--- config.mk ---
export PLATFORM = sky130hd
export DESIGN_NAME = rig_command_frame_responder_top
export DESIGN_NICKNAME = d
export VERILOG_FILES = /design/src/rtl/rcfr_pkg.sv /design/src/rtl/rcfr_ctl.sv /design/src/rtl/rcfr_dp.sv /design/src/rtl/rig_command_frame_responder_top.sv
export SDC_FILE = /design/constraint.sdc
export NUM_CORES = 1
export LEC_CHECK = 0
export BUFFER_PORTS_ARGS = -buffer_cell sky130_fd_sc_hd__buf_2
export CELL_PAD_IN_SITES_DETAIL_PLACEMENT = 2
export CELL_PAD_IN_SITES_GLOBAL_PLACEMENT = 2
export CORE_ASPECT_RATIO = 1.1
export CORE_MARGIN = 4
export CORE_UTILIZATION = 38
export CTS_CLUSTER_DIAMETER = 120
export CTS_CLUSTER_SIZE = 12
export DETAILED_ROUTE_END_ITERATION = 8
export PLACE_DENSITY_LB_ADDON = 0.15
export SYNTH_ARGS = -nofsm -noshare
export SYNTH_HDL_FRONTEND = slang
export SYNTH_SLANG_ARGS = --single-unit
--- constraint.sdc ---
create_clock -name clock -period 6.73 [get_ports clock]
set_clock_uncertainty 0.05 [all_clocks]
set_input_delay 1.0095 -clock clock [delete_from_list [all_inputs] [get_ports clock]]
set_output_delay 1.0095 -clock clock [all_outputs]
set_load 0.03 [all_outputs]
--- src/rtl/rcfr_pkg.sv ---
package rcfr_pkg;

   localparam int FREQ_W         = 34;
   localparam int BODY_DEPTH_DEF = 16;
   localparam int OUT_CNT_W      = 4;
   localparam int CSR_IDX_W      = 4;
   localparam int BCD_DIGITS     = 10;

   localparam logic [7:0] BYTE_PREAMBLE = 8'hFE;
   localparam logic [7:0] BYTE_EOM      = 8'hFD;
   localparam logic [7:0] BYTE_ACK      = 8'hFB;
   localparam logic [7:0] BYTE_NAK      = 8'hFA;
   localparam logic [7:0] OWN_ADDR_DEF  = 8'h94;
   localparam logic [7:0] CTRL_ADDR_DEF = 8'hE0;

   localparam logic [7:0] CMD_READ_FREQ  = 8'h03;
   localparam logic [7:0] CMD_READ_MODE  = 8'h04;
   localparam logic [7:0] CMD_WRITE_FREQ = 8'h05;
   localparam logic [7:0] CMD_WRITE_MODE = 8'h06;
   localparam logic [7:0] CMD_VFO        = 8'h07;
   localparam logic [7:0] CMD_SPLIT      = 8'h0F;
   localparam logic [7:0] CMD_MISC       = 8'h1A;
   localparam logic [7:0] CMD_PTT        = 8'h1C;
   localparam logic [7:0] SUB_LEVEL      = 8'h03;
   localparam logic [7:0] SUB_DATA_MODE  = 8'h06;
   localparam logic [7:0] SUB_PTT        = 8'h00;
   localparam logic [7:0] LEVEL_VALUE    = 8'd34;

   localparam logic [CSR_IDX_W-1:0] CSR_OWN_ADDR   = CSR_IDX_W'(0);
   localparam logic [CSR_IDX_W-1:0] CSR_ECHO       = CSR_IDX_W'(1);
   localparam logic [CSR_IDX_W-1:0] CSR_FREQ_LOWER = CSR_IDX_W'(2);
   localparam logic [CSR_IDX_W-1:0] CSR_FREQ_UPPER = CSR_IDX_W'(3);

   localparam logic [FREQ_W-1:0] FREQ_LOWER_DEF = '0;
   localparam logic [FREQ_W-1:0] FREQ_UPPER_DEF = FREQ_W'(64'd9999999999);

   typedef enum logic [3:0] {
      OP_IDLE,
      OP_CAPTURE,
      OP_START,
      OP_STORE,
      OP_EXEC,
      OP_FW_STEP,
      OP_BCD_STEP,
      OP_CLAMP_LO,
      OP_CLAMP_HI,
      OP_LOAD
   } dp_op_type;

   typedef struct packed {
      dp_op_type            op;
      logic [OUT_CNT_W-1:0] emit_idx;
   } dp_cmd_type;

   typedef struct packed {
      logic                 rx_fe;
      logic                 rx_fd;
      logic                 rx_own;
      logic                 body_last;
      logic                 loop_op;
      logic                 write_freq;
      logic                 step_zero;
      logic                 out_free;
      logic [OUT_CNT_W-1:0] out_total;
   } dp_stat_type;

endpackage

--- src/rtl/rcfr_ctl.sv ---
module rcfr_ctl
   import rcfr_pkg::*;
(
   input  logic        clock,
   input  logic        reset,
   input  logic        req_valid,
   output logic        req_stall,
   input  dp_stat_type stat,
   output dp_cmd_type  cmd
);

   typedef enum logic [2:0] {
      S_IDLE,
      S_PARSE,
      S_EXEC,
      S_LOOP,
      S_CLAMP_LO,
      S_CLAMP_HI,
      S_EMIT
   } state_type;

   typedef enum logic [2:0] {
      PH_HUNT,
      PH_PRE2,
      PH_ADDR,
      PH_CTRL,
      PH_BODY
   } phase_type;

   state_type            state_ff;
   phase_type            phase_ff;
   logic [OUT_CNT_W-1:0] emit_ff;
   logic                 accept;
   logic                 emit_last;

   assign req_stall = (state_ff != S_IDLE);
   assign accept    = req_valid && (state_ff == S_IDLE);
   assign emit_last = (emit_ff == stat.out_total - OUT_CNT_W'(1));

   always_comb begin
      cmd.op       = OP_IDLE;
      cmd.emit_idx = emit_ff;
      case (state_ff)
         S_IDLE: begin
            if (accept) cmd.op = OP_CAPTURE;
         end
         S_PARSE: begin
            if (phase_ff == PH_CTRL) cmd.op = OP_START;
            else if (phase_ff == PH_BODY && !stat.rx_fd) cmd.op = OP_STORE;
         end
         S_EXEC:     cmd.op = OP_EXEC;
         S_LOOP: begin
            if (!stat.step_zero) cmd.op = stat.write_freq ? OP_FW_STEP : OP_BCD_STEP;
         end
         S_CLAMP_LO: cmd.op = OP_CLAMP_LO;
         S_CLAMP_HI: cmd.op = OP_CLAMP_HI;
         S_EMIT: begin
            if (stat.out_total != '0 && stat.out_free) cmd.op = OP_LOAD;
         end
         default:    cmd.op = OP_IDLE;
      endcase
   end

   always_ff @(posedge clock) begin
      if (reset) begin
         state_ff <= S_IDLE;
         phase_ff <= PH_HUNT;
         emit_ff  <= '0;
      end else begin
         case (state_ff)
            S_IDLE: begin
               emit_ff <= '0;
               if (accept) state_ff <= S_PARSE;
            end
            S_PARSE: begin
               state_ff <= (phase_ff == PH_BODY && stat.rx_fd) ? S_EXEC : S_EMIT;
               case (phase_ff)
                  PH_HUNT: phase_ff <= stat.rx_fe ? PH_PRE2 : PH_HUNT;
                  PH_PRE2: phase_ff <= stat.rx_fe ? PH_ADDR : PH_HUNT;
                  PH_ADDR: phase_ff <= stat.rx_own ? PH_CTRL : PH_HUNT;
                  PH_CTRL: phase_ff <= PH_BODY;
                  PH_BODY: begin
                     if (stat.rx_fd || stat.body_last) phase_ff <= PH_HUNT;
                  end
                  default: phase_ff <= PH_HUNT;
               endcase
            end
            S_EXEC:     state_ff <= stat.loop_op ? S_LOOP : S_EMIT;
            S_LOOP: begin
               if (stat.step_zero) state_ff <= stat.write_freq ? S_CLAMP_LO : S_EMIT;
            end
            S_CLAMP_LO: state_ff <= S_CLAMP_HI;
            S_CLAMP_HI: state_ff <= S_EMIT;
            S_EMIT: begin
               if (stat.out_total == '0) begin
                  state_ff <= S_IDLE;
               end else if (stat.out_free) begin
                  if (emit_last) state_ff <= S_IDLE;
                  else emit_ff <= emit_ff + OUT_CNT_W'(1);
               end
            end
            default:    state_ff <= S_IDLE;
         endcase
      end
   end

   // a command runs only after its frame has closed
   a_exec_closes_frame: assert property (@(posedge clock) disable iff (reset)
      (state_ff == S_LOOP) |-> (phase_ff == PH_HUNT))
      else $error("command loop with frame still open");

   a_load_when_free: assert property (@(posedge clock) disable iff (reset)
      (cmd.op == OP_LOAD) |-> stat.out_free)
      else $error("output beat loaded over a held beat");

   a_load_in_range: assert property (@(posedge clock) disable iff (reset)
      (cmd.op == OP_LOAD) |-> (emit_ff < stat.out_total))
      else $error("emit index past end of run");

   a_accept_parses: assert property (@(posedge clock) disable iff (reset)
      (req_valid && !req_stall) |=> (state_ff == S_PARSE))
      else $error("accepted beat not parsed");

endmodule

--- src/rtl/rcfr_dp.sv ---
module rcfr_dp
   import rcfr_pkg::*;
#(
   parameter int BODY_DEPTH = BODY_DEPTH_DEF
) (
   input  logic                 clock,
   input  logic                 reset,
   input  dp_cmd_type           cmd,
   output dp_stat_type          stat,
   input  logic [7:0]           req_rx_byte,
   output logic                 rsp_valid,
   input  logic                 rsp_stall,
   output logic [7:0]           rsp_out_byte,
   output logic                 rsp_last_of_run,
   output logic                 rsp_is_echo,
   output logic [FREQ_W-1:0]    rsp_freq_now,
   output logic [2:0]           rsp_mode_now,
   output logic                 rsp_ptt_on,
   input  logic                 csr_valid,
   output logic                 csr_ready,
   input  logic [CSR_IDX_W-1:0] csr_index,
   input  logic [FREQ_W-1:0]    csr_wdata
);

   localparam int CW = $clog2(BODY_DEPTH + 1);
   localparam int AW = $clog2(BODY_DEPTH);
   localparam int SW = $clog2(FREQ_W + 1);

   typedef enum logic [3:0] {
      RPL_NONE,
      RPL_ACK,
      RPL_NAK,
      RPL_FREQ,
      RPL_MODE,
      RPL_SPLIT,
      RPL_LEVEL,
      RPL_DMODE,
      RPL_PTT
   } reply_type;

   // config
   logic [7:0]        own_ff;
   logic              echo_ff;
   logic [FREQ_W-1:0] lower_ff;
   logic [FREQ_W-1:0] upper_ff;

   // held state
   logic [7:0]        ca_ff;
   logic [CW-1:0]     count_ff;
   logic [FREQ_W-1:0] freq_ff;
   logic [2:0]        mode_ff;
   logic              tx_ff;
   reply_type         reply_ff;
   logic [SW-1:0]     step_ff;
   logic              rsp_valid_ff;

   // payload
   logic [7:0]                rx_ff;
   logic [7:0]                b0_ff, b1_ff, b2_ff;
   logic [7:0]                body_mem [BODY_DEPTH];
   logic [7:0]                rd_ff;
   logic [FREQ_W-1:0]         acc_ff;
   logic [FREQ_W-1:0]         bin_ff;
   logic [4*BCD_DIGITS-1:0]   bcd_ff;
   logic [7:0]                out_byte_ff;
   logic                      out_last_ff, out_echo_ff;
   logic [FREQ_W-1:0]         out_freq_ff;
   logic [2:0]                out_mode_ff;
   logic                      out_ptt_ff;

   // exec decode
   logic [CW-1:0]     len;
   logic              body_empty;
   logic [7:0]        b1v, b2v;
   logic              len0, len1, len2, len_long;
   logic [7:0]        sel_map;
   reply_type         reply_in;
   logic [SW-1:0]     step_init;
   logic [AW-1:0]     rd_addr;
   logic [4*BCD_DIGITS-1:0] bcd_adj;
   logic [7:0]        digit_pair;
   logic [FREQ_W-1:0] acc_in;

   // emit
   logic [OUT_CNT_W-1:0] ndata;
   logic [OUT_CNT_W-1:0] pos;
   logic [2:0]           dj;
   logic [7:0]           data_byte;
   logic [7:0]           byte_in;
   logic                 is_echo_in;

   assign csr_ready  = 1'b1;
   assign body_empty = (count_ff == '0);
   assign len        = count_ff - CW'(1);
   assign len0       = (count_ff == CW'(1));
   assign len1       = (count_ff == CW'(2));
   assign len2       = (count_ff == CW'(3));
   assign len_long   = (count_ff > CW'(6));
   assign b1v        = (count_ff > CW'(1)) ? b1_ff : 8'h00;
   assign b2v        = (count_ff > CW'(2)) ? b2_ff : 8'h00;

   always_comb begin
      if (b1v == 8'd4)      sel_map = 8'd5;
      else if (b1v == 8'd7) sel_map = 8'd4;
      else                  sel_map = b1v;
   end

   always_comb begin
      reply_in = RPL_NONE;
      if (!body_empty) begin
         case (b0_ff)
            CMD_READ_FREQ:  reply_in = RPL_FREQ;
            CMD_READ_MODE:  reply_in = RPL_MODE;
            CMD_WRITE_FREQ: reply_in = RPL_ACK;
            CMD_WRITE_MODE: reply_in = ((len1 || len2) && sel_map < 8'd5) ? RPL_ACK : RPL_NAK;
            CMD_VFO:        reply_in = RPL_ACK;
            CMD_SPLIT: begin
               if (len0)              reply_in = RPL_SPLIT;
               else if (b1v == 8'h00) reply_in = RPL_ACK;
               else                   reply_in = RPL_NAK;
            end
            CMD_MISC: begin
               if (b1v == SUB_LEVEL)          reply_in = len1 ? RPL_LEVEL : RPL_ACK;
               else if (b1v == SUB_DATA_MODE) reply_in = len1 ? RPL_DMODE : RPL_ACK;
            end
            CMD_PTT: begin
               if (b1v == SUB_PTT) reply_in = len1 ? RPL_PTT : RPL_ACK;
            end
            default:        reply_in = RPL_NONE;
         endcase
      end
   end

   // loop length: 34 shifts for a frequency read, one step per data byte, up to 5, for a write
   always_comb begin
      step_init = '0;
      if (!body_empty && b0_ff == CMD_READ_FREQ) step_init = SW'(FREQ_W);
      else if (!body_empty && b0_ff == CMD_WRITE_FREQ && !len_long) step_init = SW'(len);
   end

   assign rd_addr = (cmd.op == OP_EXEC) ? AW'(len) : AW'(step_ff - SW'(1));

   always_comb begin
      for (int d = 0; d < BCD_DIGITS; d++) begin
         bcd_adj[4*d +: 4] = (bcd_ff[4*d +: 4] >= 4'd5) ? bcd_ff[4*d +: 4] + 4'd3
                                                         : bcd_ff[4*d +: 4];
      end
   end

   // nibbles above 9 are taken as is
   assign digit_pair = {1'b0, rd_ff[7:4], 3'b000} + {3'b000, rd_ff[7:4], 1'b0}
                     + {4'h0, rd_ff[3:0]};
   assign acc_in = (acc_ff << 6) + (acc_ff << 5) + (acc_ff << 2)
                 + {{(FREQ_W-8){1'b0}}, digit_pair};

   always_comb begin
      case (reply_ff)
         RPL_ACK, RPL_NAK: ndata = OUT_CNT_W'(1);
         RPL_FREQ:         ndata = OUT_CNT_W'(6);
         RPL_MODE:         ndata = OUT_CNT_W'(3);
         RPL_SPLIT:        ndata = OUT_CNT_W'(2);
         RPL_LEVEL:        ndata = OUT_CNT_W'(3);
         RPL_DMODE:        ndata = OUT_CNT_W'(4);
         RPL_PTT:          ndata = OUT_CNT_W'(3);
         default:          ndata = '0;
      endcase
   end

   assign pos = cmd.emit_idx - {{(OUT_CNT_W-1){1'b0}}, echo_ff};
   assign dj  = 3'(pos - OUT_CNT_W'(4));

   always_comb begin
      data_byte = 8'h00;
      case (reply_ff)
         RPL_ACK: data_byte = BYTE_ACK;
         RPL_NAK: data_byte = BYTE_NAK;
         RPL_FREQ: begin
            case (dj)
               3'd0:    data_byte = CMD_READ_FREQ;
               3'd1:    data_byte = bcd_ff[7:0];
               3'd2:    data_byte = bcd_ff[15:8];
               3'd3:    data_byte = bcd_ff[23:16];
               3'd4:    data_byte = bcd_ff[31:24];
               default: data_byte = bcd_ff[39:32];
            endcase
         end
         RPL_MODE: begin
            case (dj)
               3'd0:    data_byte = CMD_READ_MODE;
               3'd1:    data_byte = (mode_ff == 3'd4) ? 8'd7 : {5'b0, mode_ff};
               default: data_byte = 8'h01;
            endcase
         end
         RPL_SPLIT: data_byte = (dj == 3'd0) ? CMD_SPLIT : 8'h00;
         RPL_LEVEL: begin
            case (dj)
               3'd0:    data_byte = CMD_MISC;
               3'd1:    data_byte = SUB_LEVEL;
               default: data_byte = LEVEL_VALUE;
            endcase
         end
         RPL_DMODE: begin
            case (dj)
               3'd0:    data_byte = CMD_MISC;
               3'd1:    data_byte = SUB_DATA_MODE;
               default: data_byte = 8'h00;
            endcase
         end
         RPL_PTT: begin
            case (dj)
               3'd0:    data_byte = CMD_PTT;
               3'd1:    data_byte = SUB_PTT;
               default: data_byte = {7'b0, tx_ff};
            endcase
         end
         default: data_byte = 8'h00;
      endcase
   end

   always_comb begin
      is_echo_in = echo_ff && (cmd.emit_idx == '0);
      if (is_echo_in)                              byte_in = rx_ff;
      else if (pos == OUT_CNT_W'(0) || pos == OUT_CNT_W'(1)) byte_in = BYTE_PREAMBLE;
      else if (pos == OUT_CNT_W'(2))               byte_in = ca_ff;
      else if (pos == OUT_CNT_W'(3))               byte_in = own_ff;
      else if (pos == OUT_CNT_W'(4) + ndata)       byte_in = BYTE_EOM;
      else                                         byte_in = data_byte;
   end

   always_comb begin
      stat.rx_fe      = (rx_ff == BYTE_PREAMBLE);
      stat.rx_fd      = (rx_ff == BYTE_EOM);
      stat.rx_own     = (rx_ff == own_ff);
      stat.body_last  = (count_ff == CW'(BODY_DEPTH - 1));
      stat.write_freq = (b0_ff == CMD_WRITE_FREQ);
      stat.loop_op    = !body_empty && (b0_ff == CMD_READ_FREQ || b0_ff == CMD_WRITE_FREQ);
      stat.step_zero  = (step_ff == '0);
      stat.out_free   = !rsp_valid_ff || !rsp_stall;
      stat.out_total  = {{(OUT_CNT_W-1){1'b0}}, echo_ff}
                      + ((reply_ff != RPL_NONE) ? OUT_CNT_W'(5) + ndata : '0);
   end

   always_ff @(posedge clock) begin
      if (reset) begin
         own_ff       <= OWN_ADDR_DEF;
         echo_ff      <= 1'b1;
         lower_ff     <= FREQ_LOWER_DEF;
         upper_ff     <= FREQ_UPPER_DEF;
         ca_ff        <= CTRL_ADDR_DEF;
         count_ff     <= '0;
         freq_ff      <= FREQ_LOWER_DEF;
         mode_ff      <= 3'd0;
         tx_ff        <= 1'b0;
         reply_ff     <= RPL_NONE;
         step_ff      <= '0;
         rsp_valid_ff <= 1'b0;
      end else begin
         if (csr_valid) begin
            case (csr_index)
               CSR_OWN_ADDR:   own_ff   <= csr_wdata[7:0];
               CSR_ECHO:       echo_ff  <= csr_wdata[0];
               CSR_FREQ_LOWER: lower_ff <= csr_wdata;
               CSR_FREQ_UPPER: upper_ff <= csr_wdata;
               default: ;
            endcase
         end
         case (cmd.op)
            OP_CAPTURE: reply_ff <= RPL_NONE;
            OP_START: begin
               ca_ff    <= rx_ff;
               count_ff <= '0;
            end
            OP_STORE:   count_ff <= count_ff + CW'(1);
            OP_EXEC: begin
               reply_ff <= reply_in;
               step_ff  <= step_init;
               if (!body_empty) begin
                  case (b0_ff)
                     CMD_WRITE_MODE: begin
                        if ((len1 || len2) && sel_map < 8'd5) mode_ff <= sel_map[2:0];
                     end
                     CMD_PTT: begin
                        if (b1v == SUB_PTT && !len1) tx_ff <= b2v[0];
                     end
                     default: ;
                  endcase
               end
            end
            OP_FW_STEP, OP_BCD_STEP: step_ff <= step_ff - SW'(1);
            OP_CLAMP_HI: freq_ff <= (acc_ff > upper_ff) ? upper_ff : acc_ff;
            default: ;
         endcase
         if (cmd.op == OP_LOAD)  rsp_valid_ff <= 1'b1;
         else if (!rsp_stall)    rsp_valid_ff <= 1'b0;
      end
   end

   always_ff @(posedge clock) begin
      case (cmd.op)
         OP_CAPTURE: rx_ff <= req_rx_byte;
         OP_STORE: begin
            if (count_ff == CW'(0)) b0_ff <= rx_ff;
            if (count_ff == CW'(1)) b1_ff <= rx_ff;
            if (count_ff == CW'(2)) b2_ff <= rx_ff;
         end
         OP_EXEC: begin
            acc_ff <= len_long ? upper_ff : '0;
            bin_ff <= freq_ff;
            bcd_ff <= '0;
         end
         OP_FW_STEP:  acc_ff <= acc_in;
         OP_BCD_STEP: begin
            bcd_ff <= {bcd_adj[4*BCD_DIGITS-2:0], bin_ff[FREQ_W-1]};
            bin_ff <= bin_ff << 1;
         end
         OP_CLAMP_LO: begin
            if (acc_ff < lower_ff) acc_ff <= lower_ff;
         end
         OP_LOAD: begin
            out_byte_ff <= byte_in;
            out_echo_ff <= is_echo_in;
            out_last_ff <= (cmd.emit_idx == stat.out_total - OUT_CNT_W'(1));
            out_freq_ff <= freq_ff;
            out_mode_ff <= mode_ff;
            out_ptt_ff  <= tx_ff;
         end
         default: ;
      endcase
   end

   always_ff @(posedge clock) begin
      if (cmd.op == OP_STORE) body_mem[AW'(count_ff)] <= rx_ff;
      rd_ff <= body_mem[rd_addr];
   end

   assign rsp_valid       = rsp_valid_ff;
   assign rsp_out_byte    = out_byte_ff;
   assign rsp_last_of_run = out_last_ff;
   assign rsp_is_echo     = out_echo_ff;
   assign rsp_freq_now    = out_freq_ff;
   assign rsp_mode_now    = out_mode_ff;
   assign rsp_ptt_on      = out_ptt_ff;

endmodule

--- src/rtl/rig_command_frame_responder_top.sv ---
// Serial command responder: each received byte (req beat) is optionally echoed, then parsed
// for a frame FE FE own_addr ctrl_addr body.. FD; at FD the command runs and any reply frame
// follows the echo on the rsp channel, last_of_run marking the final beat of each run.
// req_stall holds while an item is parsed, run or emitted, so no new byte is taken before
// the last one is through; rsp stalls hold the emit. A closing FD adds a command decode, a
// read-frequency command then 34 bit-serial binary-to-BCD shifts and the end check, a
// write-frequency command a body store walk of one step per BCD data byte (up to five), the
// end check and two clamps.
// Configuration writes are always ready and belong in idle time between items.
module rig_command_frame_responder_top
   import rcfr_pkg::*;
#(
   parameter int BODY_DEPTH = BODY_DEPTH_DEF
) (
   input  logic                 clock,
   input  logic                 reset,
   input  logic                 req_valid,
   output logic                 req_stall,
   input  logic [7:0]           req_rx_byte,
   output logic                 rsp_valid,
   input  logic                 rsp_stall,
   output logic [7:0]           rsp_out_byte,
   output logic                 rsp_last_of_run,
   output logic                 rsp_is_echo,
   output logic [FREQ_W-1:0]    rsp_freq_now,
   output logic [2:0]           rsp_mode_now,
   output logic                 rsp_ptt_on,
   input  logic                 csr_valid,
   output logic                 csr_ready,
   input  logic [CSR_IDX_W-1:0] csr_index,
   input  logic [FREQ_W-1:0]    csr_wdata
);

   dp_cmd_type  cmd;
   dp_stat_type stat;

   rcfr_ctl u_ctl (
      .clock     (clock),
      .reset     (reset),
      .req_valid (req_valid),
      .req_stall (req_stall),
      .stat      (stat),
      .cmd       (cmd)
   );

   rcfr_dp #(
      .BODY_DEPTH (BODY_DEPTH)
   ) u_dp (
      .clock           (clock),
      .reset           (reset),
      .cmd             (cmd),
      .stat            (stat),
      .req_rx_byte     (req_rx_byte),
      .rsp_valid       (rsp_valid),
      .rsp_stall       (rsp_stall),
      .rsp_out_byte    (rsp_out_byte),
      .rsp_last_of_run (rsp_last_of_run),
      .rsp_is_echo     (rsp_is_echo),
      .rsp_freq_now    (rsp_freq_now),
      .rsp_mode_now    (rsp_mode_now),
      .rsp_ptt_on      (rsp_ptt_on),
      .csr_valid       (csr_valid),
      .csr_ready       (csr_ready),
      .csr_index       (csr_index),
      .csr_wdata       (csr_wdata)
   );

endmodule
**Word-level counts from Yosys, hierarchy flattened**

Memories as Yosys holds them, arrays and structs flattened. A register that Yosys moved wholly into a read port is not among the register bits.
Cells that the tools add are included.

- Flip-flop bits (word level): 330
- Bits in writable memories: 128
- Memory bits (read-only): 48
- Input port bits: 51
- Output and inout port bits: 51
- Word-level logic and storage cells: 279
- Memories kept: 2

- Add/sub/neg operators: 25
- Magnitude comparators: 16
- Equal/unequal tests: 69
- Multiplexer cells: 82
- Bitwise logic cells: 1
- Reduce and logical (&&, ||, !) cells: 56

Memories:

| name | words | width | read ports | clocked after memory_dff | wr ports | line | source |
|---|---|---|---|---|---|---|---|
| u_dp.body_mem | 16 | 8 | 1 | 1 | 1 | rcfr_dp.sv:60 | `logic [7:0] body_mem [BODY_DEPTH];` |
| (name not given) | 16 | 3 | 1 | 1 | 0 | rcfr_dp.sv:157 | `case (reply_ff)` |

Operator list:

| cell | count |
|---|---|
| $mux 4 | 26 |
| $mux 34 | 3 |
| $pmux 34 s3 | 1 |
| $pmux 40 s2 | 1 |
| $add 34x34->34 | 2 |
| $pmux 34 s2 | 1 |
| $mux 8 | 8 |
| $pmux 8 s8 | 1 |
| $eq 8x3->1 const B | 7 |
| $pmux 4 s7 | 2 |
| $ge 4x3->1 const B | 10 |
| $pmux 8 s5 | 1 |
| $add 4x2->4 const B | 9 |
| $mux 3 | 12 |
| $add 34x8->34 | 1 |
| $gt 34x34->1 | 1 |
| $lt 34x34->1 | 1 |
| $eq 4x2->1 const B | 8 |
| $eq 4x3->1 const B | 8 |
| $pmux 5 s2 | 3 |
| $pmux 6 s2 | 2 |
| $pmux 3 s7 | 1 |
| $eq 3x2->1 const B | 6 |
| $eq 3x3->1 const B | 6 |
| other kinds (53) | 128 |

**Longest topological paths before layout**

- Depth after elaboration: 13
- Gate-level depth with buffers: 15
- Mapped depth without buffers: 15

**Hierarchy**

Synthesis repeated with hierarchy kept, for this count alone.

- Cell total of the unflattened synthesis: 2362
- Area, all modules: 25276.7 sq um

By module, submodules not included:

| module | instances | cells each | area each (sq um) | sequential area each (sq um) |
|---|---|---|---|---|
| rcfr_dp | 1 | 2255 | 24478.5 | 12281.8 |
| rcfr_ctl | 1 | 107 | 798.3 | 200.2 |

**Worst setup path after synthesis**

No wires, ideal clock.

- Kind: reg-to-reg
- From: register u_dp.reply_ff[0]
- To: register u_dp.acc_ff[0] (enable)
- Library setup time: 0.446 ns
- Arrival: 6.296 ns
- Required time: 6.234 ns
- Path slack: -0.062 ns
- Cell stages (with the launch flop): 11
- Cells stage by stage: dfxtp_1 -> or4_1 -> and2_1 -> ha_1 -> o21a_1 -> o2bb2ai_1 -> a21o_1 -> a21oi_1 -> nand4b_1 -> a21oi_1 -> a31oi_1

- Cells in the longest elaborated chain, start to end: 10
- Elaborated cells on any way between the ends: 13
- Classes of those cells: add/sub: 1; eq/ne: 4; mux: 3; reduce/logical: 5

Ends and longest elaborated chain:

| item | line | source |
|---|---|---|
| start: declaration | rcfr_dp.sv:53 | `reply_type reply_ff;` |
| start signal: assignment | rcfr_dp.sv:275 | `reply_ff <= reply_in;` |
| $reduce_bool 4->1 * | rcfr_dp.sv:240 | `+ ((reply_ff != RPL_NONE) ? OUT_CNT_W'(5) + ndata : '0);` |
| $mux 4 * | rcfr_dp.sv:240 |  |
| $add 1x4->4 * | rcfr_dp.sv:240 |  |
| $reduce_bool 4->1 * | rcfr_ctl.sv:58 | `if (stat.out_total != '0 && stat.out_free) cmd.op = OP_LOAD;` |
| $logic_and 1x1->1 * | rcfr_ctl.sv:58 |  |
| $mux 4 * | rcfr_ctl.sv:58 |  |
| $pmux 4 s7 * | rcfr_ctl.sv:43 | `case (state_ff)` |
| $eq 4x3->1 | rcfr_dp.sv:299 | `case (cmd.op)` |
| $ne 2x1->1 (no line) or $reduce_bool 3->1 (tied branches) | - |  |
| $reduce_and 2->1 (no line) * | - |  |
| end signal: assignment | rcfr_dp.sv:307 | `acc_ff <= len_long ? upper_ff : '0;` |
| end signal: assignment | rcfr_dp.sv:311 | `OP_FW_STEP: acc_ff <= acc_in;` |
| end signal: assignment | rcfr_dp.sv:317 | `if (acc_ff < lower_ff) acc_ff <= lower_ff;` |
| end: declaration | rcfr_dp.sv:62 | `logic [FREQ_W-1:0] acc_ff;` |

Mark *: on every way between the ends. The rest lies on a longest branch, timed or not.
A chain may end at the register's enable or synchronous reset.

**Worst setup path in the final report**

- From: register u_dp.acc_ff[1]
- To: register u_dp.acc_ff[33] (data pin)

- Cells in the longest elaborated chain, start to end: 4

Ends and longest elaborated chain:

| item | line | source |
|---|---|---|
| $add 34x34->34 | rcfr_dp.sv:153 | `assign acc_in = (acc_ff << 6) + (acc_ff << 5) + (acc_ff << 2)` |
| $add 34x34->34 * | rcfr_dp.sv:153 |  |
| $add 34x8->34 * | rcfr_dp.sv:154 | `+ {{(FREQ_W-8){1'b0}}, digit_pair};` |
| $pmux 34 s3 * | rcfr_dp.sv:299 |  |

Marked as above.

==> results.rst <==
.. list-table::
   :header-rows: 1

   * - Metric
     - Value
   * - Post-Syn Nets
     - 2,524
   * - Clock insertion delay at the later pin of the skew report
     - 0.59 ns
   * - Yosys warning count
     - 0
   * - Die height
     - 276 um
   * - Width of the chip
     - 252 um
   * - Highest attainable clock frequency
     - 199 MHz
   * - Dpl cells
     - 3,156
   * - Cells along the critical path
     - fa_1 > fa_1 > ha_1 > fa_1 > a21oi_1 > nor2_1 > o31ai_1 > a31oi_1 > a41oi_1 > o31ai_1 > a311oi_1 > xnor2_1 > o21ai_1
   * - H-Tree Level Count
     - 2
   * - Top metal layer carrying routed signals
     - met4
   * - Routed wire length
     - 80.7 mm
   * - CTS root buffer
     - sky130_fd_sc_hd__clkbuf_16
   * - Critical Path RT
     - 7.01 ns
   * - Worst Max-Slew Pin Slew
     - 1.10 ns
   * - Setup Viol. Count Final
     - 0
   * - Routed metal-1 wire length
     - 33.3 mm
   * - Number of vias per cell after detailed routing
     - 5.61
   * - Post-synthesis average cell area
     - 10.9 um^2
   * - Final count of pins violating max slew
     - 0
   * - DRT antenna net count
     - 0
   * - Number of flip-flops and latches in the synthesized netlist
     - 469
   * - Maximum cell stage delay along the critical path
     - 0.64 ns
   * - TritonCTS clock tree
     - built
   * - Number of synthesized flops with an enable pin
     - 309
   * - Power per cell area
     - 253 nW/um^2
   * - Biggest fanout along the worst timing path
     - 6
   * - Period utilisation layout
     - 74.5%
   * - Final setup TNS
     - 0 ns
   * - Met3 WL
     - 2.22 mm
   * - Largest net degree at the start of global routing
     - 75
   * - Max cap viols
     - 0
   * - Non-filler cells in the finished layout
     - 3,240
   * - Synth-to-Final Area Change
     - 11.2%
   * - Count of cell types in the netlist
     - 85
   * - Dominant register cell in the synthesized netlist
     - sky130_fd_sc_hd__edfxtp_1
   * - Critical-path top delay cell
     - sky130_fd_sc_hd__fa_1
   * - Post-route minimum period
     - 5.01 ns
   * - Wire length of the first global-routing pass
     - 123 mm
   * - Post-CTS Resized
     - 0
   * - Setup repair after global routing missed its margin
     - no
   * - Kind of launch point of the worst setup path
     - register
   * - Routability-driven placement congestion ratio
     - 0.865
   * - Reg clk slew, reported paths
     - 0.07 ns
   * - Worst min path class
     - reg -> reg
   * - Detailed-route via count
     - 18,200
   * - Clock sink total
     - 469
   * - CP Class
     - reg -> reg
   * - Number of CTS-inserted buffers
     - 45
   * - Pre-CTS WS
     - 1.71 ns
   * - Top-level I/O count
     - 102
   * - Average wire per cell in the routed design
     - 24.9 um
   * - Max_slew headroom
     - 26.9%
   * - Bufs on Longest Clock Path
     - 3
   * - Vias in the first global route
     - 20,200
   * - Post-CTS setup buffer count
     - 0
   * - Synth Instances
     - 2,275
   * - Combined area of all synthesized cells
     - 24,800 um^2
   * - Total die area
     - 69,500 um^2
   * - Final critical-path setup slack
     - 1.72 ns
   * - HPWL after detailed placement
     - 59.2 mm
   * - Sequential element share of the synthesized area
     - 50.3%
   * - Core Rows
     - 98
   * - Detailed-route DRC error count
     - 0
   * - First-pass DRT Iterations
     - 6
   * - Filler Cell Count
     - 6,714
   * - Core Footprint
     - 64,900 um^2
   * - Count of buffers from port buffering
     - 100
   * - Share of post-route cells with drive strength above 1
     - 11.6%
   * - Number of antenna violations at the first check in global routing
     - 0
   * - Starting density of the core
     - 38.3%
   * - Count of hold buffers inserted by post-cts repair
     - 0
   * - Number of hold violations in the final report
     - 0
   * - WL met2
     - 41.7 mm
   * - Number of nets in the finished design
     - 2,602
   * - Starting DRT DRC Count
     - 851
   * - Congestion Overflow GR
     - 0
   * - Overall fraction of global-route tracks in use
     - 22.8%
   * - Type of element capturing the critical path
     - register
   * - Peak supply drop
     - 0.197 mV
   * - Crit path top cell by count
     - sky130_fd_sc_hd__fa_1
   * - Pleak
     - 10.2 nW
   * - Fraction of registers with async set or reset after synthesis
     - 0%
   * - Result of the run
     - finished, final reports clean
   * - Worst Path Arrival
     - 5.29 ns
==> routing by layer <==
metal | up-vias | track usage, %
li1 | 8460 | -
met1 | 9331 | 27.3
met2 | 265 | 41.8
met3 | 121 | 2.53
met4 | 0 | 8.71
met5 | - | 0
==> state kept, by name, indices dropped and copies added (netlist names), 8 cells and up <==
| signal | cells |
|---|---|
| u_dp.own_ff | 8 |
| u_dp.acc_ff | 34 |
| u_dp.b1_ff | 8 |
| u_dp.rsp_freq_now | 34 |
| u_dp.bcd_ff | 40 |
| u_dp.rx_ff | 8 |
| u_dp.lower_ff | 34 |
| u_dp.b0_ff | 8 |
| u_dp.upper_ff | 34 |
| u_dp.freq_ff | 34 |
| u_dp.rd_ff | 8 |
| u_dp.bin_ff | 34 |
| u_dp.ca_ff | 8 |
| u_dp.body_mem | 128 |
| u_dp.rsp_out_byte | 8 |
==> layout by cell type (no fill, tap or decap), types with 6 or more instances in the layout <==
cell type                     n
sky130_fd_sc_hd__o22ai_1     22
sky130_fd_sc_hd__o21ai_1     11
sky130_fd_sc_hd__o21ai_0    107
sky130_fd_sc_hd__clkbuf_1    35
sky130_fd_sc_hd__xor2_1      33
sky130_fd_sc_hd__buf_4       31
sky130_fd_sc_hd__nand2_1    249
sky130_fd_sc_hd__dfxtp_1    160
sky130_fd_sc_hd__buf_2       99
sky130_fd_sc_hd__a21oi_1    144
sky130_fd_sc_hd__nand3b_1    24
sky130_fd_sc_hd__a221oi_1     6
sky130_fd_sc_hd__and2_1      12
sky130_fd_sc_hd__o21a_1      10
sky130_fd_sc_hd__nor2_1     177
sky130_fd_sc_hd__mux2i_1     56
sky130_fd_sc_hd__edfxtp_1   309
sky130_fd_sc_hd__a211oi_1    52
sky130_fd_sc_hd__a31oi_1     12
sky130_fd_sc_hd__ha_1       164
sky130_fd_sc_hd__inv_1      129
sky130_fd_sc_hd__o21bai_1    15
sky130_fd_sc_hd__clkbuf_16   45
sky130_fd_sc_hd__xnor2_1     33
sky130_fd_sc_hd__nor2b_1     32
sky130_fd_sc_hd__mux4_2      32
sky130_fd_sc_hd__fa_1        34
sky130_fd_sc_hd__nor4_1       9
sky130_fd_sc_hd__nor3_1      44
sky130_fd_sc_hd__nand3_1     32
sky130_fd_sc_hd__a21o_1      26
sky130_fd_sc_hd__mux2_2      42
sky130_fd_sc_hd__o31ai_1      9
sky130_fd_sc_hd__nand2b_1    13
sky130_fd_sc_hd__or3_1       10
sky130_fd_sc_hd__nand4_1     17
sky130_fd_sc_hd__and3_1      10
sky130_fd_sc_hd__a211o_1      7
sky130_fd_sc_hd__a22oi_1     37
==> synth_stat cells, drive strengths merged, types with 5 or more instances <==
cell type  number  area share, %
buf            23           0.51
and2           12           0.30
clkbuf         76            1.1
and3           10           0.25
nand3          32           0.65
nand3b         24           0.73
a211oi         53            1.6
a21oi         145            2.9
nor3           46           0.93
o31ai           9           0.27
nor4            9           0.23
mux2i          58            2.3
inv           129            2.0
o21bai         15           0.45
dfxtp         160             13
or2             6           0.15
a31oi          14           0.35
nand2         251            3.8
a221oi          6           0.21
a211o           7           0.25
mux4           32            2.9
o21a           10           0.30
mux2           42            1.9
a21o           26           0.79
o21ai         119            2.4
nand4          17           0.43
a22oi          37            1.1
edfxtp        309             37
nor3b           6           0.18
xnor2          33            1.2
fa             34            2.7
nor2          178            2.7
nor2b          32           0.81
ha            164            8.3
o22ai          22           0.55
xor2           33            1.2
nand2b         13           0.33
or3            11           0.30
a222oi          5           0.20
==> area by class of cell <==
cell class | count | area (um^2) | share of cell area, %
inverter | 130 | 488 | 1.77
multi-input combinational | 1577 | 11500 | 41.8
tap | 850 | 1060 | 3.85
clock buffer | 80 | 1260 | 4.55
clock inverter | 3 | 51.3 | 0.186
timing repair buffer | 130 | 728 | 2.64
sequential | 469 | 12500 | 45.2
antenna | 1 | 2.50 | 0.00906
==> metrics by stage <==
step	hold WS, ns	utilization [%]	total power, W	cell area, um^2
4_1_cts	0.432	42.6	0.00708	27600
3_3_place_gp	0.417	40.5	0.00455	26300
5_1_grt	0.443	42.6	0.00733	27600
2_1_floorplan	0.372	-	0.00418	24800
6_report	0.431	42.6	0.00699	27600
3_5_place_dp	0.416	40.5	0.00462	26300
==> power by group <==
part,internal (W),switching [W]
clock network,0.00127,0.00115
registers,0.00317,0.000138
logic,0.000487,0.000761
total,0.00493,0.00205
==> worst max-delay path: cells and delay by family, from the launching register on <==
kind | cells | cell delay (ns)
AOI/OAI and AO/OA | 7 | 2.12
xor gates and xnor gates | 1 | 0.16
adders and majority gates | 4 | 1.76
DFF | 1 | 0.54
and+or+nand+nor | 1 | 0.10
==> final timing paths <==
kind	startpoint	to	slack, ns	depth (start not counted)
setup reg to reg	u_dp.acc_ff[1]	u_dp.acc_ff[33]	1.72	13
hold / removal	u_dp.lower_ff[8]	u_dp.lower_ff[8]	0.43	2
hold reg to reg	u_dp.lower_ff[8]	u_dp.lower_ff[8]	0.43	2
setup / recovery	u_dp.acc_ff[1]	u_dp.acc_ff[33]	1.72	13
==> cells by family after synthesis <==
family	Yosys count	share of synthesized area (%)
xor gates and xnor gates	66	2.33
adders and majority gates	198	11.0
muxes	132	7.15
DFF	469	50.3
and+or+nand+nor	669	12.6
AOI/OAI and AO/OA	511	13.0
buffers and inverters	229	3.63
other	1	0.0151
No activity file was read; power rests on OpenSTA's default activity.
